==> src/rtl/core/sbmm_pkg.sv <==
// Shared types and constants of the spatial bin max/mean accumulator.
// No dependencies.
`default_nettype none
package sbmm_pkg;

	localparam int DEF_NET_COUNT     = 4;
	localparam int DEF_GRID_SIDE_MAX = 64;
	localparam int DIV_STEPS         = 40;

	localparam logic [1:0] ST_OK      = 2'd0;
	localparam logic [1:0] ST_FILTER  = 2'd1;
	localparam logic [1:0] ST_OUTSIDE = 2'd2;
	localparam logic [1:0] ST_NOGEOM  = 2'd3;

	localparam logic [2:0] CFG_ORIGIN_X = 3'd0;
	localparam logic [2:0] CFG_ORIGIN_Y = 3'd1;
	localparam logic [2:0] CFG_CPU_X    = 3'd2;
	localparam logic [2:0] CFG_CPU_Y    = 3'd3;
	localparam logic [2:0] CFG_COLUMNS  = 3'd4;
	localparam logic [2:0] CFG_ROWS     = 3'd5;
	localparam logic [2:0] CFG_FILTER   = 3'd6;
	localparam logic [2:0] CFG_READ_MAX = 3'd7;

	typedef enum logic [1:0] {
		OP_NONE = 2'd0,
		OP_ADD  = 2'd1,
		OP_READ = 2'd2
	} op_t;

	typedef struct packed {
		logic [29:0] origin_x;
		logic [29:0] origin_y;
		logic [31:0] cpu_x;
		logic [31:0] cpu_y;
		logic [6:0]  grid_columns;
		logic [6:0]  grid_rows;
		logic [1:0]  net_filter;
		logic        read_maximum;
	} cfg_t;

	typedef struct packed {
		op_t                op;
		logic [1:0]         status;
		logic               empty;
		logic signed [23:0] metric;
	} entry_t;

	typedef struct packed {
		logic signed [23:0] max;
		logic signed [39:0] sum;
		logic [15:0]        count;
	} cell_word_t;

endpackage
`default_nettype wire

==> src/rtl/core/sbmm_queue.sv <==
// Two-entry queue between front and back end.
// Depends on sbmm_pkg only for import convention.
`default_nettype none
module sbmm_queue #(
	parameter int W = 8
) (
	input  wire          clk,
	input  wire          arst_n,
	input  wire          push,
	input  wire [W-1:0]  wdata,
	input  wire          pop,
	output logic [W-1:0] rdata,
	output logic         full,
	output logic         empty
);
	import sbmm_pkg::*;

	logic [W-1:0] slot_q [2];
	logic         wp_q, rp_q;
	logic [1:0]   cnt_q;

	assign full  = cnt_q == 2'd2;
	assign empty = cnt_q == 2'd0;
	assign rdata = slot_q[rp_q];

	always_ff @(posedge clk or negedge arst_n) begin
		if (!arst_n) begin
			wp_q  <= 1'b0;
			rp_q  <= 1'b0;
			cnt_q <= 2'd0;
		end else begin
			if (push) wp_q <= ~wp_q;
			if (pop) rp_q <= ~rp_q;
			if (push && !pop) cnt_q <= cnt_q + 2'd1;
			else if (pop && !push) cnt_q <= cnt_q - 2'd1;
		end
	end

	always_ff @(posedge clk) begin
		if (push) slot_q[wp_q] <= wdata;
	end

endmodule
`default_nettype wire

==> config.mk <==
export PLATFORM = sky130hd
export DESIGN_NAME = sbmm_queue
export DESIGN_NICKNAME = d
export VERILOG_FILES = /design/src/rtl/core/sbmm_pkg.sv /design/src/rtl/core/sbmm_queue.sv
export SDC_FILE = /design/constraint.sdc
export NUM_CORES = 1
export LEC_CHECK = 0
export BUFFER_PORTS_ARGS = -buffer_cell sky130_fd_sc_hd__buf_2
export CORE_MARGIN = 5
export CORE_UTILIZATION = 43
export DETAILED_ROUTE_END_ITERATION = 16
export PLACE_DENSITY = 0.77
export SLEW_MARGIN = 20
export SYNTH_ARGS = -nofsm -noshare
export SYNTH_HDL_FRONTEND = slang
export SYNTH_SLANG_ARGS = --single-unit
==> constraint.sdc <==
create_clock -name clk -period 1.2 [get_ports clk]
set_input_delay 0.18 -clock clk [delete_from_list [all_inputs] [get_ports clk]]
set_output_delay 0.18 -clock clk [all_outputs]
set_load 0.05 [all_outputs]
# Word level (Yosys, flattened, before mapping)
# Memories as Yosys holds them, arrays and structs flattened.
# Index checks and enable logic that the tools add are counted.
[word_totals]
regBits = 4
ramBits = 16
out_inout_bits = 10
n_memories = 1
[op_classes]
n_addsub = 2
eq_ne = 1
mux = 4
bitwise_logic = 2
reduce_logical = 6
[memory_table]
columns = ["name", "depth", "width", "rd", "rd_ports_with_merged_regs", "write_ports", "line_no", "rtl"]
rows = [
  ["slot_q", 2, 8, 1, 0, 1, "sbmm_queue.sv:18", "logic [W-1:0] slot_q [2];"],
]
[op_table]
columns = ["op", "count"]
rows = [
  ["2-bit two-way mux", 2],
  ["2-bit by 1-bit adder with 2-bit output, second input constant", 1],
  ["2-bit equality test, second input constant", 1],
  ["1-bit logical AND", 2],
  ["1-bit logical NOT", 2],
  ["2-bit logical NOT", 1],
  ["1-bit two-way mux", 2],
  ["1-bit NOT", 2],
  ["2-bit nonzero test", 1],
  ["2-bit by 1-bit subtractor with 2-bit output, second input constant", 1],
]

# Depth between registers and ports, before layout
# Gate-level depths: netlist of the first run.
[logic_depth]
word_depth = 4
depth_mapped = 5
depth_no_buf = 5

# Least setup slack after synthesis of the first run
# Ideal clock, no wire load.
[synth_timing]
path_kind = "flip-flop to output port"
start = "register cnt_q[0]"
end = "output empty"
arrival_time_ps = 1070
path_slack_ps = -50
stages_incl_launch_ff = 2
cell_sequence = "dfrtp_1 nor2_1"
[synth_via]
elab_chain_cells = 1
[synth_lines]
columns = ["element", "line_no", "rtl"]
rows = [
  ["from (decl)", "sbmm_queue.sv:20", "logic [1:0] cnt_q;"],
  ["from (signal assigned)", "sbmm_queue.sv:34", "if (push && !pop) cnt_q <= cnt_q + 2'd1;"],
  ["from (signal assigned)", "sbmm_queue.sv:35", "else if (pop && !push) cnt_q <= cnt_q - 2'd1;"],
  ["2-bit logical NOT", "sbmm_queue.sv:23", "assign empty = cnt_q == 2'd0;"],
  ["to (decl)", "sbmm_queue.sv:14", "output logic empty"],
]
# No other way between the ends.

# Final worst setup path of the first run
[layout_timing]
start = "register rp_q"
end = "output rdata[0]"
[layout_via]
elab_chain_cells = 1
[layout_lines]
columns = ["element", "line_no", "rtl"]
rows = [
  ["from (decl)", "sbmm_queue.sv:19", "logic wp_q, rp_q;"],
  ["from (signal assigned)", "sbmm_queue.sv:33", "if (pop) rp_q <= ~rp_q;"],
  ["memory read 2 x 8 bit", "n/a", ""],
  ["to (decl)", "sbmm_queue.sv:12", "output logic [W-1:0] rdata,"],
]
# No other way between the ends.

==> flow_summary.yaml, run 1 <==
status:
  status: "finished with violations"
  violations: "negative setup slack"
worst_setup_path:
  slowest_stage: "dfrtp_2"
  worstPathArrival_ns: 1.31
  crit_buf_inv: 2
  critPathMaxFanout: 3
  path_cells: "buf_4, mux2_2, buf_6"
  critical_path.endpoint_type: "primary output"
  critPathRequiredTime_ns: 1.02
  critical_path_class: "flop to primary output"
  r2r_slack_ns: 0.06
  critPathTopFamily: "flip-flops"
  start_kind: "flop"
  cpPeakStageDelay_ns: 0.43
timing:
  fin_crit_ns: 1.49
  maxClockFrequency_mhz: 670
  rsz0062_at_grt: "yes"
  layout_setup_ws_ns: -0.292
  timing.hold.ws_ns: 0.0666
  slew_violations: 0
  final-setup-viol-count: 9
  min_period_over_period: 1.24
  hold_viol_final: 0
  timing.clock.skew_ns: 0.00244
  relSlewSlack: 0.737
  worst_pin_slew_ns: 0.395
synthesis:
  synth_nets: 54
  synth_area_um2: 771
  avgSynthCellArea_um2: 18.8
  async_flop_share: 0.200
  ys_seq_area_frac: 0.753
  yosysUniqueCellTypes: 12
  ys_ff_latch: 20
  postSynthCellCount: 41
  synth_top_area_cell: "edfxtp_1"
  synth_commonest_cells: "edfxtp_1, mux2_2, dfrtp_1, xor2_1, nor2_1"
  ys.flop_type: "edfxtp_1"
  synth.top_cell.area_share: 0.623
  yosysMostFrequentCell: "edfxtp_1"
  synth.area.top_cells: "edfxtp_1, dfrtp_1, mux2_2, xor2_1, ha_1"
  synth_edf_count: 16
  synth_warnings: 0
global_route:
  grt_max_degree: 12
  grt_pass1_vias: 473
  grt_remaining_overflow: 0
  grt_use_total: 0.108
  antenna_found_initial: 0
  grt_pass1_wl_mm: 2.13
routing:
  drc: 0
  wl_met1_um: 542
  wl_met3_um: 73
  drt-pass1-iter-count: 4
  top_layer_used: "met4"
  wire_per_inst_um: 12.9
  wl_met2_um: 667
  routed_via_density: 4.38
  detail-route-antenna-nets: 0
  vias: 438
  wl_mm: 1.29
  first_iter_violations: 3
finish:
  drive_gt1_frac: 0.587
  area_delta_synth_final_pct: 39.3
  fillers: 134
  diodes: 0
  postLayoutCoreUtil: 0.629
  seq_area_um2: 582
  fin_nets: 89
  multi_input_area_um2: 178
power_and_ir_drop:
  clkPwrFrac: 0.112
  p_seq_frac: 0.355
  ir_drop_uv: 1260
  p_per_area_nw_per_um2: 2690
  internal_power_mw: 1.76
  design_power_total_mw: 2.89
  p_sw_frac: 0.391
  pwr-share-comb: 0.533
  p_switching_mw: 1.13
  leakage_nw: 0.444
floorplan:
  io_pins: 22
  num_rows: 15
  die_width_um: 52.3
  die_h_um: 52.3
  initial_core_util: 0.451
  coreArea_um2: 1710
  die_area_um2: 2740
placed_design:
  hpwl_um: 905
  placement.io_buffers: 21
  place.gp.congestion: 0.701
clock_network:
  cts_tree: "done"
  clk_path_buf_depth: 2
  cts_htree_levels: 1
  ctsRootBufferMaster: "clkbuf_4"
  insertion_delay_ns: 0.29
  cts.sinks: 20
  path_clk_slew_ns: 0.11
  cts_buffers: 3
min_path:
  holdCritPathClass: "input port to flop"
job:
  maxCapViolCount: 0
[final timing paths]
| kind | from | end | depth (start not counted) |
|---|---|---|---|
| max | rp_q | rdata[0] | 3 |
| min | wdata[5] | slot_q[0][5] | 1 |
| max reg2reg | cnt_q[0] | cnt_q[1] | 5 |
| min reg2reg | wp_q | wp_q | 1 |
| max in group asynchronous | arst_n | rp_q | 2 |
| min in group asynchronous | arst_n | wp_q | 2 |
[layout by cell type, fill, tap and decap left out]
master and instances:
buf_6 10, and2_1 1, clkbuf_4 3, dfrtp_2 1
buf_4 8, xnor2_1 1, buf_2 11, edfxtp_1 16
mux2_2 8, xor2_1 4, and2b_2 1, clkbuf_1 1
dfrtp_1 3, nor2_1 1, dlygate4sd3_1 1, ha_1 1
nor2b_1 1, inv_1 1, nor2_2 1, buf_8 1
[registers in the layout, indices dropped and copies added, names as in the netlist]
signal / cells
cnt_q: 2
rp_q: 1
slot_q: 16
wp_q: 1
[layout make-up]
cell class | instances | share of cell area
Inverter | 1 | 0.00350
Sequential cell | 20 | 0.542
Timing Repair Buffer | 31 | 0.235
Multi-Input combinational cell | 19 | 0.166
Tap cell | 25 | 0.0291
Clock buffer | 4 | 0.0245
[worst register-to-register path: stages, from the launching register on]
cell     delay (ns)
dfrtp_1        0.41
buf_4          0.14
buf_4          0.13
xor2_1         0.15
nor2_1         0.10
xor2_1         0.15
[power by group through the flow]
stage	sequential, mW	clock [mW]	combinational [mW]
after floorplan	1.02	0	0.918
after global placement	1.08	0	1.08
after detailed placement	1.09	0	1.09
after CTS	1.02	0.327	1.49
after global routing	1.05	0.359	1.61
final	1.03	0.323	1.54
[cells by family (layout without fill, tap and decap cells)]
kind of cell               after synthesis  after routing  share of synthesized area
DFF                                     20             20                      0.753
xor gates and xnor gates                 5              5                     0.0568
buffers and inverters                    2             36                     0.0195
muxes                                    8              8                      0.117
and+or+nand+nor                          5              5                     0.0374
adders and majority gates                1              1                     0.0162
[per-layer routing]
metal  vias up  GRT usage
met5         -          0
met4         0     0.0511
met3         2     0.0256
met2        14      0.169
met1       207      0.139
li1        215          -
[stage by stage]
step	instances	worst slack [ns]	setup TNS [ns]	area, µm²
2_1_floorplan	41	0.0383	0	773
3_3_place_gp	89	-0.0997	-0.764	921
3_5_place_dp	89	-0.115	-0.814	921
4_1_cts	99	-0.284	-2.26	1050
5_1_grt	100	-0.335	-2.78	1070
6_report	100	-0.292	-2.30	1070
[what timing repair did]
action	CTS	global route
cloned	0	0
pin swaps	0	0
setup buffers	5	1
hold endpoints to repair	4	0
setup endpoints to repair	10	10
hold buffers	1	0
resized for setup	21	3
Note: power is estimated with default switching activity, not from simulation.
==> run 2, diff against run 1 <==
- SKIP_CTS_REPAIR_TIMING: default -> 1
==> flow_summary.yaml, run 2 (synthesis results as in run 1) <==
power_and_ir_drop:
  pwr-share-comb: 0.520
  clkPwrFrac: 0.111
  leakage_nw: 0.428
  p_per_area_nw_per_um2: 2660
  ir_drop_uv: 1300
  p_sw_frac: 0.394
  p_seq_frac: 0.368
  design_power_total_mw: 2.78
  internal_power_mw: 1.69
  p_switching_mw: 1.10
global_route:
  grt_max_degree: 12
  antenna_found_initial: 0
  grt_remaining_overflow: 0
  grt_pass1_wl_mm: 1.90
  grt_use_total: 0.0986
  grt_pass1_vias: 442
worst_setup_path:
  critical_path_class: "flop to primary output"
  r2r_slack_ns: 0.11
  reg2reg_from: "wp_q"
  start_kind: "flop"
  critPathRequiredTime_ns: 1.02
  rr_worst_depth: 1
  critPathMaxFanout: 4
  worstPathArrival_ns: 1.30
  rr_endpoint: "slot_q[1][7]"
  critical_path.endpoint_type: "primary output"
  startpoint: "rp_q"
clock_network:
  ctsRootBufferMaster: "clkbuf_4"
  cts_buffers: 3
  cts.sinks: 20
  insertion_delay_ns: 0.29
  clk_path_buf_depth: 2
  cts_htree_levels: 1
  cts_tree: "done"
  path_clk_slew_ns: 0.10
finish:
  drive_gt1_frac: 0.569
  multi_input_area_um2: 178
  largest_reg_flops: 16
  top_regs: "slot_q x16, cnt_q x2"
  area_delta_synth_final_pct: 35.9
  fillers: 134
  fin_nets: 86
  top_register: "slot_q"
  seq_area_um2: 582
  layout_common_cells: "edfxtp_1, buf_2, buf_6"
  final_common_cell: "edfxtp_1"
  diodes: 0
timing:
  fin_crit_ns: 1.48
  timing.clock.skew_ns: 0.000784
  hold_viol_final: 0
  setup_tns_ns: -2.15
  worst_pin_slew_ns: 0.382
  min_period_over_period: 1.23
  rsz0062_at_grt: "yes"
  final-setup-viol-count: 9
  slew_violations: 0
  timing.hold.ws_ns: 0.0741
  layout_setup_ws_ns: -0.277
  maxClockFrequency_mhz: 677
  relSlewSlack: 0.745
routing:
  detail-route-antenna-nets: 0
  wire_per_inst_um: 12.5
  wl_met3_um: 67
  wl_met1_um: 527
  first_iter_violations: 1
  top_layer_used: "met4"
  wl_mm: 1.22
  routed_via_density: 4.33
  vias: 420
  drt-pass1-iter-count: 3
  drc: 0
  wl_met2_um: 604
floorplan:
  io_pins: 22
  die_h_um: 52.3
  num_rows: 15
  initial_core_util: 0.451
  die_area_um2: 2740
  coreArea_um2: 1710
  die_width_um: 52.3
min_path:
  hp-start: "wdata[0]"
  holdCritPathClass: "input port to flop"
  whs_path_depth: 1
  hold_end: "slot_q[1][0]"
status:
  violations: "negative setup slack"
  status: "finished with violations"
placed_design:
  dp_slack_ns: -0.115
  hpwl_um: 905
  placement.io_buffers: 21
  place.gp.congestion: 0.701
job:
  maxCapViolCount: 0
run 2: cell types whose count changed in the layout (fill, tap and decap cells not counted):
| cell | delta |
|---|---|
| buf_6 | +1 |
| buf_4 | -3 |
| buf_8 | -1 |
run 2: worst max path at each step:
stage,to,slack [ns],depth (start not counted)
6_report,rdata[5],-0.28,3
5_1_grt,rdata[5],-0.33,3
4_1_cts,rdata[0],-0.45,2
3_5_place_dp,rdata[0],-0.12,2
3_3_place_gp,rdata[5],-0.1,2
2_1_floorplan,slot_q[0][0],0.04,1
run 2: final cells by class:
cell class	count	share of cell area
Timing Repair Buffer	28	0.216
Inverter	1	0.00358
Multi-Input combinational cell	19	0.170
Sequential cell	20	0.556
Clock buffer	4	0.0251
Tap cell	25	0.0299
run 2: critical path, stage by stage, from the launching register on:
cell and delay, ns:
dfrtp_2 0.38, buf_4 0.13, mux2_2 0.34, buf_6 0.15
run 2: power by group through the flow:
stage	clock network, mW	logic (mW)	registers (mW)
2_1_floorplan	0	0.918	1.02
5_1_grt	0.354	1.51	1.05
3_5_place_dp	0	1.09	1.09
3_3_place_gp	0	1.08	1.08
6_report	0.310	1.45	1.02
4_1_cts	0.327	1.10	1.08
run 2: metrics by stage:
stage / area [µm²] / util / std cells
global route: 1050 / 0.613 / 97
floorplan: 773 / - / 41
finish: 1050 / 0.613 / 97
global placement: 921 / 0.539 / 89
CTS: 947 / 0.555 / 93
detailed placement: 921 / 0.539 / 89
run 2: routing by layer:
layer  track usage  up-vias
met1         0.113      199
met4        0.0638        0
met3        0.0313        2
met5             0        -
li1              -      209
met2         0.157       10
